**src/design/itaf_pkg.sv**
```systemverilog
// Shared types, codes and character constants for the integer-to-ASCII formatter.
package itaf_pkg;

  typedef enum logic [2:0] {
    CMD_SDEC = 3'd0,
    CMD_UDEC = 3'd1,
    CMD_HEX  = 3'd2,
    CMD_BIN  = 3'd3,
    CMD_CHAR = 3'd4
  } cmd_t;

  typedef enum logic [2:0] {
    ST_IDLE,
    ST_DABBLE,
    ST_TRIM,
    ST_SIZE,
    ST_PAD,
    ST_SIGN,
    ST_DIGIT
  } state_t;

  typedef struct packed {
    logic load;
    logic dabble;
    logic trim;
    logic size;
    logic emit_pad;
    logic emit_sign;
    logic emit_digit;
  } ctrl_t;

  typedef struct packed {
    logic dabble_last;
    logic trim_done;
    logic pad_zero;
    logic pad_one;
    logic neg;
    logic dig_zero;
    logic dig_one;
  } stat_t;

  localparam logic [7:0] CH_SPACE = 8'h20;
  localparam logic [7:0] CH_MINUS = 8'h2d;
  localparam logic [8*16-1:0] HEX_DIGITS = "0123456789abcdef";

  function automatic logic [7:0] digit_ascii(input logic [3:0] d);
    digit_ascii = HEX_DIGITS[8*(15-d) +: 8];
  endfunction

endpackage

```
**src/design/itaf_ctrl.sv**
```systemverilog
// Sequencer for the formatter: load, BCD conversion, zero trim, sizing, emission.
module itaf_ctrl
  import itaf_pkg::*;
(
  input  logic       clk,
  input  logic       rst_n,
  input  logic       start,
  input  logic [2:0] in_command,
  input  stat_t      stat,
  output ctrl_t      ctrl,
  output logic       busy
);

  state_t state_r, state_nxt;
  logic   cmd_ok;

  assign cmd_ok = (in_command <= CMD_CHAR);

  always_ff @(posedge clk) begin
    if (!rst_n) begin
      state_r <= ST_IDLE;
    end else begin
      state_r <= state_nxt;
    end
  end

  always_comb begin
    state_nxt = state_r;
    case (state_r)
      ST_IDLE: begin
        if (start) begin
          case (cmd_t'(in_command))
            CMD_SDEC, CMD_UDEC: state_nxt = ST_DABBLE;
            CMD_HEX, CMD_BIN:   state_nxt = ST_TRIM;
            CMD_CHAR:           state_nxt = ST_SIZE;
            default:            state_nxt = ST_IDLE;
          endcase
        end
      end
      ST_DABBLE: begin
        if (stat.dabble_last) state_nxt = ST_TRIM;
      end
      ST_TRIM: begin
        if (stat.trim_done) state_nxt = ST_SIZE;
      end
      ST_SIZE: state_nxt = ST_PAD;
      ST_PAD: begin
        if (stat.pad_zero || stat.pad_one) begin
          if (stat.neg)           state_nxt = ST_SIGN;
          else if (stat.dig_zero) state_nxt = ST_IDLE;
          else                    state_nxt = ST_DIGIT;
        end
      end
      ST_SIGN: state_nxt = ST_DIGIT;
      ST_DIGIT: begin
        if (stat.dig_one) state_nxt = ST_IDLE;
      end
      default: state_nxt = ST_IDLE;
    endcase
  end

  always_comb begin
    ctrl            = '0;
    ctrl.load       = (state_r == ST_IDLE) && start && cmd_ok;
    ctrl.dabble     = (state_r == ST_DABBLE);
    ctrl.trim       = (state_r == ST_TRIM) && !stat.trim_done;
    ctrl.size       = (state_r == ST_SIZE);
    ctrl.emit_pad   = (state_r == ST_PAD) && !stat.pad_zero;
    ctrl.emit_sign  = (state_r == ST_SIGN);
    ctrl.emit_digit = (state_r == ST_DIGIT);
    busy            = (state_r != ST_IDLE);
  end

endmodule

```
**src/design/itaf_dp.sv**
```systemverilog
// Datapath: operand load, shift-add-3 BCD conversion, text shifter and output beat register.
module itaf_dp
  import itaf_pkg::*;
#(
  parameter int VALUE_BITS = 32,
  parameter int MAX_WIDTH  = 31
) (
  input  logic                  clk,
  input  logic                  rst_n,
  input  ctrl_t                 ctrl,
  input  logic [2:0]            in_command,
  input  logic [VALUE_BITS-1:0] in_value,
  input  logic [4:0]            in_width,
  output stat_t                 stat,
  output logic                  out_valid,
  output logic [7:0]            out_character,
  output logic                  out_last
);

  localparam int NDEC = (VALUE_BITS * 30103) / 100000 + 1;
  localparam int NHEX = (VALUE_BITS + 3) / 4;
  localparam int TW   = 4 * NDEC;
  localparam int HSH  = TW - 4 * NHEX;
  localparam int BSH  = TW - VALUE_BITS;
  localparam int BW   = $clog2(VALUE_BITS);
  localparam int LW   = $clog2(VALUE_BITS + 2);
  localparam int PW   = $clog2(MAX_WIDTH + 1);
  localparam int CW   = (PW > 5) ? PW : 5;
  localparam int SW   = (LW > PW) ? LW : PW;

  cmd_t                  mode_r, mode_nxt;
  logic [TW-1:0]         txt_r, txt_nxt;
  logic [VALUE_BITS-1:0] bin_r, bin_nxt;
  logic [BW-1:0]         bit_r, bit_nxt;
  logic [LW-1:0]         dig_r, dig_nxt;
  logic                  neg_r, neg_nxt;
  logic [PW-1:0]         wid_r, wid_nxt;
  logic [PW-1:0]         pad_r, pad_nxt;
  logic                  valid_r, valid_nxt;
  logic [7:0]            char_r, char_nxt;
  logic                  last_r, last_nxt;

  cmd_t                  cmd_in;
  logic                  vneg;
  logic [VALUE_BITS-1:0] mag;
  logic [7:0]            byte_in;
  logic [CW-1:0]         wext, wsat;
  logic [TW-1:0]         corr;
  logic [3:0]            topd;
  logic                  top_nz;
  logic [SW-1:0]         len_ext, wid_ext;

  assign cmd_in  = cmd_t'(in_command);
  assign vneg    = (cmd_in == CMD_SDEC) && in_value[VALUE_BITS-1];
  assign mag     = vneg ? (~in_value + 1'b1) : in_value;
  assign byte_in = in_value[7:0];
  assign wext    = CW'(in_width);
  assign wsat    = (wext > CW'(MAX_WIDTH)) ? CW'(MAX_WIDTH) : wext;

  assign topd    = (mode_r == CMD_BIN) ? {3'b000, txt_r[TW-1]} : txt_r[TW-1 -: 4];
  assign top_nz  = (topd != 4'd0);
  assign len_ext = SW'(dig_r) + SW'(neg_r);
  assign wid_ext = SW'(wid_r);

  // add 3 to every BCD digit of five or more before the shift
  always_comb begin
    corr = txt_r;
    for (int i = 0; i < NDEC; i++) begin
      if (txt_r[4*i +: 4] >= 4'd5) corr[4*i +: 4] = txt_r[4*i +: 4] + 4'd3;
    end
  end

  always_comb begin
    stat             = '0;
    stat.dabble_last = (bit_r == BW'(VALUE_BITS - 1));
    stat.trim_done   = (dig_r == LW'(1)) || top_nz;
    stat.pad_zero    = (pad_r == '0);
    stat.pad_one     = (pad_r == PW'(1));
    stat.neg         = neg_r;
    stat.dig_zero    = (dig_r == '0);
    stat.dig_one     = (dig_r == LW'(1));
  end

  always_comb begin
    mode_nxt  = mode_r;
    txt_nxt   = txt_r;
    bin_nxt   = bin_r;
    bit_nxt   = bit_r;
    dig_nxt   = dig_r;
    neg_nxt   = neg_r;
    wid_nxt   = wid_r;
    pad_nxt   = pad_r;
    valid_nxt = 1'b0;
    char_nxt  = char_r;
    last_nxt  = last_r;

    if (ctrl.load) begin
      mode_nxt = cmd_in;
      neg_nxt  = vneg;
      bin_nxt  = mag;
      bit_nxt  = '0;
      wid_nxt  = PW'(wsat);
      case (cmd_in)
        CMD_SDEC, CMD_UDEC: begin
          txt_nxt = '0;
          dig_nxt = LW'(NDEC);
        end
        CMD_HEX: begin
          txt_nxt = TW'(in_value) << HSH;
          dig_nxt = LW'(NHEX);
        end
        CMD_BIN: begin
          txt_nxt = TW'(in_value) << BSH;
          dig_nxt = LW'(VALUE_BITS);
        end
        CMD_CHAR: begin
          txt_nxt = TW'(byte_in) << (TW - 8);
          dig_nxt = LW'(byte_in != 8'd0);
          // a zero byte drops itself and one padding space
          if (byte_in == 8'd0) wid_nxt = (wsat != '0) ? PW'(wsat - 1'b1) : '0;
        end
        default: begin
          txt_nxt = '0;
          dig_nxt = '0;
        end
      endcase
    end

    if (ctrl.dabble) begin
      txt_nxt = {corr[TW-2:0], bin_r[VALUE_BITS-1]};
      bin_nxt = {bin_r[VALUE_BITS-2:0], 1'b0};
      bit_nxt = bit_r + 1'b1;
    end

    if (ctrl.trim || ctrl.emit_digit) begin
      txt_nxt = (mode_r == CMD_BIN) ? (txt_r << 1) : (txt_r << 4);
      dig_nxt = dig_r - 1'b1;
    end

    if (ctrl.size) begin
      pad_nxt = (wid_ext > len_ext) ? PW'(wid_ext - len_ext) : '0;
    end

    if (ctrl.emit_pad) begin
      pad_nxt   = pad_r - 1'b1;
      valid_nxt = 1'b1;
      char_nxt  = CH_SPACE;
      last_nxt  = (pad_r == PW'(1)) && !neg_r && (dig_r == '0);
    end

    if (ctrl.emit_sign) begin
      valid_nxt = 1'b1;
      char_nxt  = CH_MINUS;
      last_nxt  = (dig_r == '0);
    end

    if (ctrl.emit_digit) begin
      valid_nxt = 1'b1;
      char_nxt  = (mode_r == CMD_CHAR) ? txt_r[TW-1 -: 8] : digit_ascii(topd);
      last_nxt  = (dig_r == LW'(1));
    end
  end

  always_ff @(posedge clk) begin
    if (!rst_n) begin
      valid_r <= 1'b0;
    end else begin
      valid_r <= valid_nxt;
    end
  end

  always_ff @(posedge clk) begin
    mode_r <= mode_nxt;
    txt_r  <= txt_nxt;
    bin_r  <= bin_nxt;
    bit_r  <= bit_nxt;
    dig_r  <= dig_nxt;
    neg_r  <= neg_nxt;
    wid_r  <= wid_nxt;
    pad_r  <= pad_nxt;
    char_r <= char_nxt;
    last_r <= last_nxt;
  end

  assign out_valid     = valid_r;
  assign out_character = char_r;
  assign out_last      = last_r;

endmodule

```
**src/design/integer_to_ascii_formatter.sv**
```systemverilog
// Integer-to-ASCII formatter: one operand in, its padded text out one character per beat.
// Decimal operands are first converted to BCD; decimal, hex and binary text then drops its
// leading zero digits but keeps at least one; the field is sized, then spaces, sign and digits go out.
// A new operand is accepted only in idle, once the previous item is done; the rate is set by
// the one-bit-per-cycle BCD shifter and the one-character-per-cycle output register.
// Reset (rst_n low, synchronous) returns the sequencer to idle and clears out_valid.
// Each beat shows for exactly one cycle on out_valid; the receiver cannot stall it.
module integer_to_ascii_formatter
  import itaf_pkg::*;
#(
  parameter int VALUE_BITS = 32,
  parameter int MAX_WIDTH  = 31
) (
  input  logic                  clk,
  input  logic                  rst_n,
  input  logic                  start,
  output logic                  busy,
  input  logic [2:0]            in_command,
  input  logic [VALUE_BITS-1:0] in_value,
  input  logic [4:0]            in_width,
  output logic                  out_valid,
  output logic [7:0]            out_character,
  output logic                  out_last
);

  ctrl_t ctrl;
  stat_t stat;

  itaf_ctrl u_ctrl (
    .clk        (clk),
    .rst_n      (rst_n),
    .start      (start),
    .in_command (in_command),
    .stat       (stat),
    .ctrl       (ctrl),
    .busy       (busy)
  );

  itaf_dp #(
    .VALUE_BITS (VALUE_BITS),
    .MAX_WIDTH  (MAX_WIDTH)
  ) u_dp (
    .clk           (clk),
    .rst_n         (rst_n),
    .ctrl          (ctrl),
    .in_command    (in_command),
    .in_value      (in_value),
    .in_width      (in_width),
    .stat          (stat),
    .out_valid     (out_valid),
    .out_character (out_character),
    .out_last      (out_last)
  );

  // a beat that is not the last one leaves the sequencer still at work
  a_mid_beat_busy: assert property (@(posedge clk) disable iff (!rst_n)
    (out_valid && !out_last) |-> busy)
    else $error("non-last beat while idle");

  // the next item cannot produce a beat right after a last beat
  a_last_gap: assert property (@(posedge clk) disable iff (!rst_n)
    (out_valid && out_last) |=> !out_valid)
    else $error("beat directly after last beat");

  // unused command codes are dropped without starting work
  a_bad_cmd_idle: assert property (@(posedge clk) disable iff (!rst_n)
    (start && !busy && (in_command > CMD_CHAR)) |=> !busy)
    else $error("unused command started work");

  // idle sequencer issues no beat in the following cycle
  a_idle_quiet: assert property (@(posedge clk) disable iff (!rst_n)
    (!busy && !start) |=> !out_valid)
    else $error("beat without work in flight");

endmodule
```
**config.mk**
```make
export PLATFORM = sky130hd
export DESIGN_NAME = integer_to_ascii_formatter
export DESIGN_NICKNAME = d
export VERILOG_FILES = /design/src/design/itaf_pkg.sv /design/src/design/itaf_ctrl.sv /design/src/design/itaf_dp.sv /design/src/design/integer_to_ascii_formatter.sv
export SDC_FILE = /design/constraint.sdc
export NUM_CORES = 1
export LEC_CHECK = 0
export BUFFER_PORTS_ARGS = -buffer_cell sky130_fd_sc_hd__buf_2
export CORE_MARGIN = 2
export CORE_UTILIZATION = 40
export DETAILED_ROUTE_END_ITERATION = 8
export HOLD_SLACK_MARGIN = 0.08
export PLACE_DENSITY_LB_ADDON = 0.12
export SYNTH_ARGS = -nofsm -noshare
export SYNTH_HDL_FRONTEND = slang
export SYNTH_HIERARCHICAL = 1
export SYNTH_SLANG_ARGS = --single-unit
```
**constraint.sdc**
```tcl
create_clock -name clk -period 2.94 [get_ports clk]
set_input_delay 0.441 -clock clk [delete_from_list [all_inputs] [get_ports clk]]
set_output_delay 0.441 -clock clk [all_outputs]
set_load 0.05 [all_outputs]
```
## Yosys cells after proc, flatten, opt, wreduce, memory -nomap -nowiden

Cells that the tools add are included.

- Bits in registers: 110
- Bits in latches: 0
- Memory bits (writable): 0
- Bits in read-only memories: 0
- Input bits: 43
- Output and inout port bits: 11
- Logic and storage cells: 146
- Memories kept: 0

- Add/subtract/negate cells: 18
- $mul: 0
- Div/mod/pow operators: 0
- Order comparisons: 13
- Equal/unequal tests: 20
- Shifts and indexed selects: 1
- Multiplexer cells: 50
- Bitwise gates (word level): 1
- Reduce and logical (&&, ||, !) cells: 30

Operator list:

| operator | count |
|---|---|
| 40-bit two-way mux | 4 |
| 128-bit by 33-bit indexed part select with 8-bit output, first input constant | 1 |
| 32-bit two-way mux | 3 |
| 40-bit one-hot mux with 2 select lines | 1 |
| 5-bit two-way mux | 9 |
| 4-bit by 3-bit greater-or-equal comparator with 1-bit output, second input constant | 10 |
| 4-bit two-way mux | 10 |
| 4-bit by 2-bit adder with 4-bit output, second input constant | 9 |
| 32-bit by 1-bit adder with 32-bit output, second input constant | 1 |
| 8-bit two-way mux | 4 |
| 32-bit NOT | 1 |
| 3-bit two-way mux | 8 |
| 6-bit one-hot mux with 4 select lines | 1 |
| 3-bit one-hot mux with 7 select lines | 1 |
| 3-bit by 2-bit == test with 1-bit output, second input constant | 5 |
| 3-bit == test, second input constant | 5 |
| 6-bit two-way mux | 2 |
| 5-bit by 1-bit subtractor with 5-bit output, second input constant | 2 |
| 3-bit nonzero test | 3 |
| 8-bit logical NOT | 1 |
| 8-bit nonzero test | 1 |
| 1-bit logical AND | 7 |
| 6-bit by 1-bit adder with 6-bit output | 1 |
| 3-bit by 1-bit == test with 1-bit output, second input constant | 2 |
| 25 further kinds | 41 |

## Depth between registers and ports, before layout

- Depth in word-level cells: 8
- Depth in mapped cells: 14
- Depth with buffers taken out: 13

## Cells and area by module

Netlist, hierarchy kept.

Modules (own cells, without submodules):

| module | instances | cells each | area each (um2) |
|---|---|---|---|
| itaf_dp | 1 | 796 | 7389.6 |
| itaf_ctrl | 1 | 45 | 336.6 |

## Worst setup path before layout

OpenSTA, ideal clock, no wires.

- Path kind: register -> register
- Start: reg u_dp.mode_r[2]
- End: reg u_dp.txt_r[0] (enable)
- Arrival: 2.648 ns
- Data required time: 2.561 ns
- Slack: -0.087 ns
- Cell stages (with the launch flop): 11
- Period minus slack after synthesis: 3.027 ns
- Cells stage by stage: edfxtp_1 nor2_1 clkbuf_1 nor2_1 inv_1 ha_1 nand3b_1 nor3_1 or2_2 clkbuf_1 or2_2

RTL lines:

| element | RTL line | text |
|---|---|---|
| start: declaration | itaf_dp.sv:31 | `cmd_t mode_r, mode_nxt;` |
| start signal: assignment | itaf_dp.sv:173 | `mode_r <= mode_nxt;` |
| end signal: assignment | itaf_dp.sv:174 | `txt_r <= txt_nxt;` |
| end: declaration | itaf_dp.sv:32 | `logic [TW-1:0] txt_r, txt_nxt;` |

## Worst setup path after layout

- Start: reg u_dp.dig_r[0]
- End: reg u_dp.pad_r[3], data pin

- Cells in the longest elaborated chain, start to end: 5
- Elaborated cells between the ends (all ways): 6
- Classes of those cells: add/sub: 2; order compare: 1; mux: 3

Ends and longest elaborated chain:

| element | RTL line | text |
|---|---|---|
| start: declaration | itaf_dp.sv:35 | `logic [LW-1:0] dig_r, dig_nxt;` |
| start signal: assignment | itaf_dp.sv:177 | `dig_r <= dig_nxt;` |
| 6-bit by 1-bit adder with 6-bit output (*) | itaf_dp.sv:62 | `assign len_ext = SW'(dig_r) + SW'(neg_r);` |
| 5-bit subtractor or 5-bit by 6-bit greater-than comparator with 1-bit output (tied branches) | itaf_dp.sv:141 | `pad_nxt = (wid_ext > len_ext) ? PW'(wid_ext - len_ext) : '0;` |
| 5-bit two-way mux (*) | itaf_dp.sv:141 |  |
| 5-bit two-way mux (*) | itaf_dp.sv:140 | `if (ctrl.size) begin` |
| 5-bit two-way mux (*) | itaf_dp.sv:144 | `if (ctrl.emit_pad) begin` |
| via u_dp.pad_nxt[3] | itaf_dp.sv:38 | `logic [PW-1:0] pad_r, pad_nxt;` |
| end signal: assignment | itaf_dp.sv:180 | `pad_r <= pad_nxt;` |
| end: declaration | itaf_dp.sv:38 |  |

Mark *: on every way through the listed nets, which the timed path passes. The rest lies on a longest branch. The select of a mux whose other input is x is not followed.
A chain may end at the register's enable or synchronous reset.

==> metrics.txt <==
Routed Antenna Nets=0; Synth area leader=edfxtp_1; most frequent cells in the layout=125 x nand2_1, 105 x edfxtp_1, 67 x nor2_1; Nets=a little under 1k; Max FO, Critical Path=5; pre-CTS setup slack=0.229 ns; Async S/R FF share, synth=0%; Die Y=143 um; Fin Clk Skew=0.0122 ns; initial antenna violation count=1; Max Clock Freq=approximately 370 MHz; Post-synth EDFFs=105; commonest non-fill, non-tap cell in the layout=nand2_1; run status=complete, no violations; # Post-CTS Setup Buffers=0; Power Density=~720 nW/um^2; dpl cells=1129; Worst slew margin=17.6%; drt pass-1 iters=6; DIE AREA=a little over 20000 sq um; DP HPWL=14.4 mm; Max rail drop VDD=0.401 mV; layout cell share with drive strength beyond 1=13.1%; DRC Markers=0; Avg Inst Size Synth=around 9.2 sq um; H-tree Lvls=3; drt total wl=between 20 and 25 mm; Reg-to-Reg Start=u_dp/dig_r[0]; largest net degree at the start of global routing=43; port buffer count=53; Initial Util=41.0%; GRT overflow=0; hold_buf cts=0; Die W=143 um; Critical Path AT=2.78 ns; total track usage=20.6%; clk root buf=clkbuf_16; antenna cells=0; crit share post-route=91.3%; Layout area overhead=12.0%; Slew Viols, Final=0; synthesized instance count=between 800 and 900; Finished Layout Cells=1145; syn_nets=924; CP startpoint=u_dp/dig_r[0]; worst hold path class=input pin to flop; WP data required=3.04 ns; CTS clock-pin slew for the worst setup and hold paths=approximately 0.08 ns; setup TNS=0 ns; min-delay src=rst_n; Routability Congestion=0.861; actual slew at the worst max-slew pin=1.22 ns; top cell type's share of synthesized area=40.8%; Max Root-Sink Buffers=2; top_reg_cell synth=edfxtp_1; Warnings, synthesis=6; Synth Register Bits=110; Critical Path Start Type=flop; Final Hold Viols=0; Via-to-Cell Ratio=5.66; CTS sink cnt=110; sequential share of the synthesized area=a little over two fifths; top post-synthesis cells by area=edfxtp_1 41%, ha_1 6.3%, nand2_1 6.1%; vias in the first global route=roughly 6.3k; vias=6477; CTS tree=built; wire per inst=approximately 18 um; post-route minimum period=about 2.7 ns; Final Power=6200 uW; critical path class=flop to flop; cts bufs inserted=9; first-pass GRT wire length=around 33 mm; Post-Syn Area=7730 sq um; CTS resizes=0; leakage=0.00323 uW; post-synthesis cell type count=66; later-pin clock latency in the skew report=0.37 ns; setup violators final=0; Max-Cap Viols=0; RSZ-0062 raised after global routing=no; Ports=54; core footprint=around 19000 sq um; DR iter-0 viols=455; PnR worst setup slack=0.255 ns; row count=50; CP endpoint kind=flop
-- path summary, 6_finish.rpt --
check                                         end  slack, ns  depth (start not counted)
worst max register to register      u_dp/pad_r[3]       0.25                          9
worst min register to register      u_dp/bin_r[0]       0.51                          2
worst max-delay path                u_dp/pad_r[3]       0.25                          9
worst min-delay path            u_ctrl/state_r[2]       0.37                          2
-- Yosys cell counts, types with 13 or more instances --
master	count
inv_1	42
a221oi_1	14
xnor2_1	31
o21ai_0	45
clkbuf_1	34
a211oi_1	16
a31oi_1	25
nor2_1	69
edfxtp_1	105
nand2_1	125
a21oi_1	54
ha_1	39
nand2b_1	14
xor2_1	26
and2_1	13
-- layer usage --
layer | vias up | global-route usage [%] | share of wire, %
li1 | 3158 | - | -
met1 | 3083 | 28.0 | 46
met2 | 203 | 33.9 | 47
met3 | 31 | 3.66 | 4.8
met4 | 2 | 5.73 | 2.1
met5 | - | 0 | 0.064
-- metrics by stage --
stage / hold WS, ns / util, % / instance area (sq um)
after floorplan: 0.460 / - / 7730
after global placement: 0.475 / 44.2 / 8330
after detailed placement: 0.493 / 44.2 / 8330
after CTS: 0.353 / 45.9 / 8650
after global routing: 0.365 / 45.9 / 8650
final: 0.367 / 45.9 / 8650
-- critical path, stage by stage, from the launching register on --
cell and delay [ns]:
edfxtp_1 0.47, ha_1 0.26, ha_1 0.21, xnor2_1 0.13, ha_1 0.32, nor2b_1 0.15, o21ai_0 0.19, a21boi_0 0.15
o2111ai_1 0.39, o22ai_1 0.15
-- sequential cells by signal, indices dropped and copies added, names as in the netlist --
register and cells:
u_dp/txt_r 40, u_dp/bin_r 32, u_dp/out_character 8, u_dp/dig_r 6
u_dp/bit_r 5, u_dp/pad_r 5, u_dp/wid_r 5, u_ctrl/state_r 3
u_dp/mode_r 3, u_dp/neg_r 1, u_dp/out_last 1, u_dp/out_valid 1
-- layout make-up --
type,instances,area (sq um)
clock buffer,9,225
multi-input combinational,640,4120
clock inverter,7,97.6
fill,1817,10200
tap,260,325
sequential,110,3250
inverter,42,158
timing repair buffer,77,470
-- cell families after synthesis --
kind of cell | after synthesis | synth area share (%)
buffers and inverters | 91 | 4.74
XOR/XNOR | 57 | 6.46
AND/OR/NAND/NOR | 300 | 19.0
adder cells (fa/ha/maj) | 40 | 6.57
flip-flops | 110 | 42.1
AO/OA/AOI/OAI | 234 | 19.9
multiplexers | 9 | 1.25
-- report_power, final --
part / switching [uW] / internal (uW) / total (uW)
registers: 362 / 2290 / 2660
logic: 1340 / 847 / 2190
clock network: 605 / 751 / 1360
total: 2310 / 3890 / 6200
Note: power is estimated with default switching activity, not from simulation.
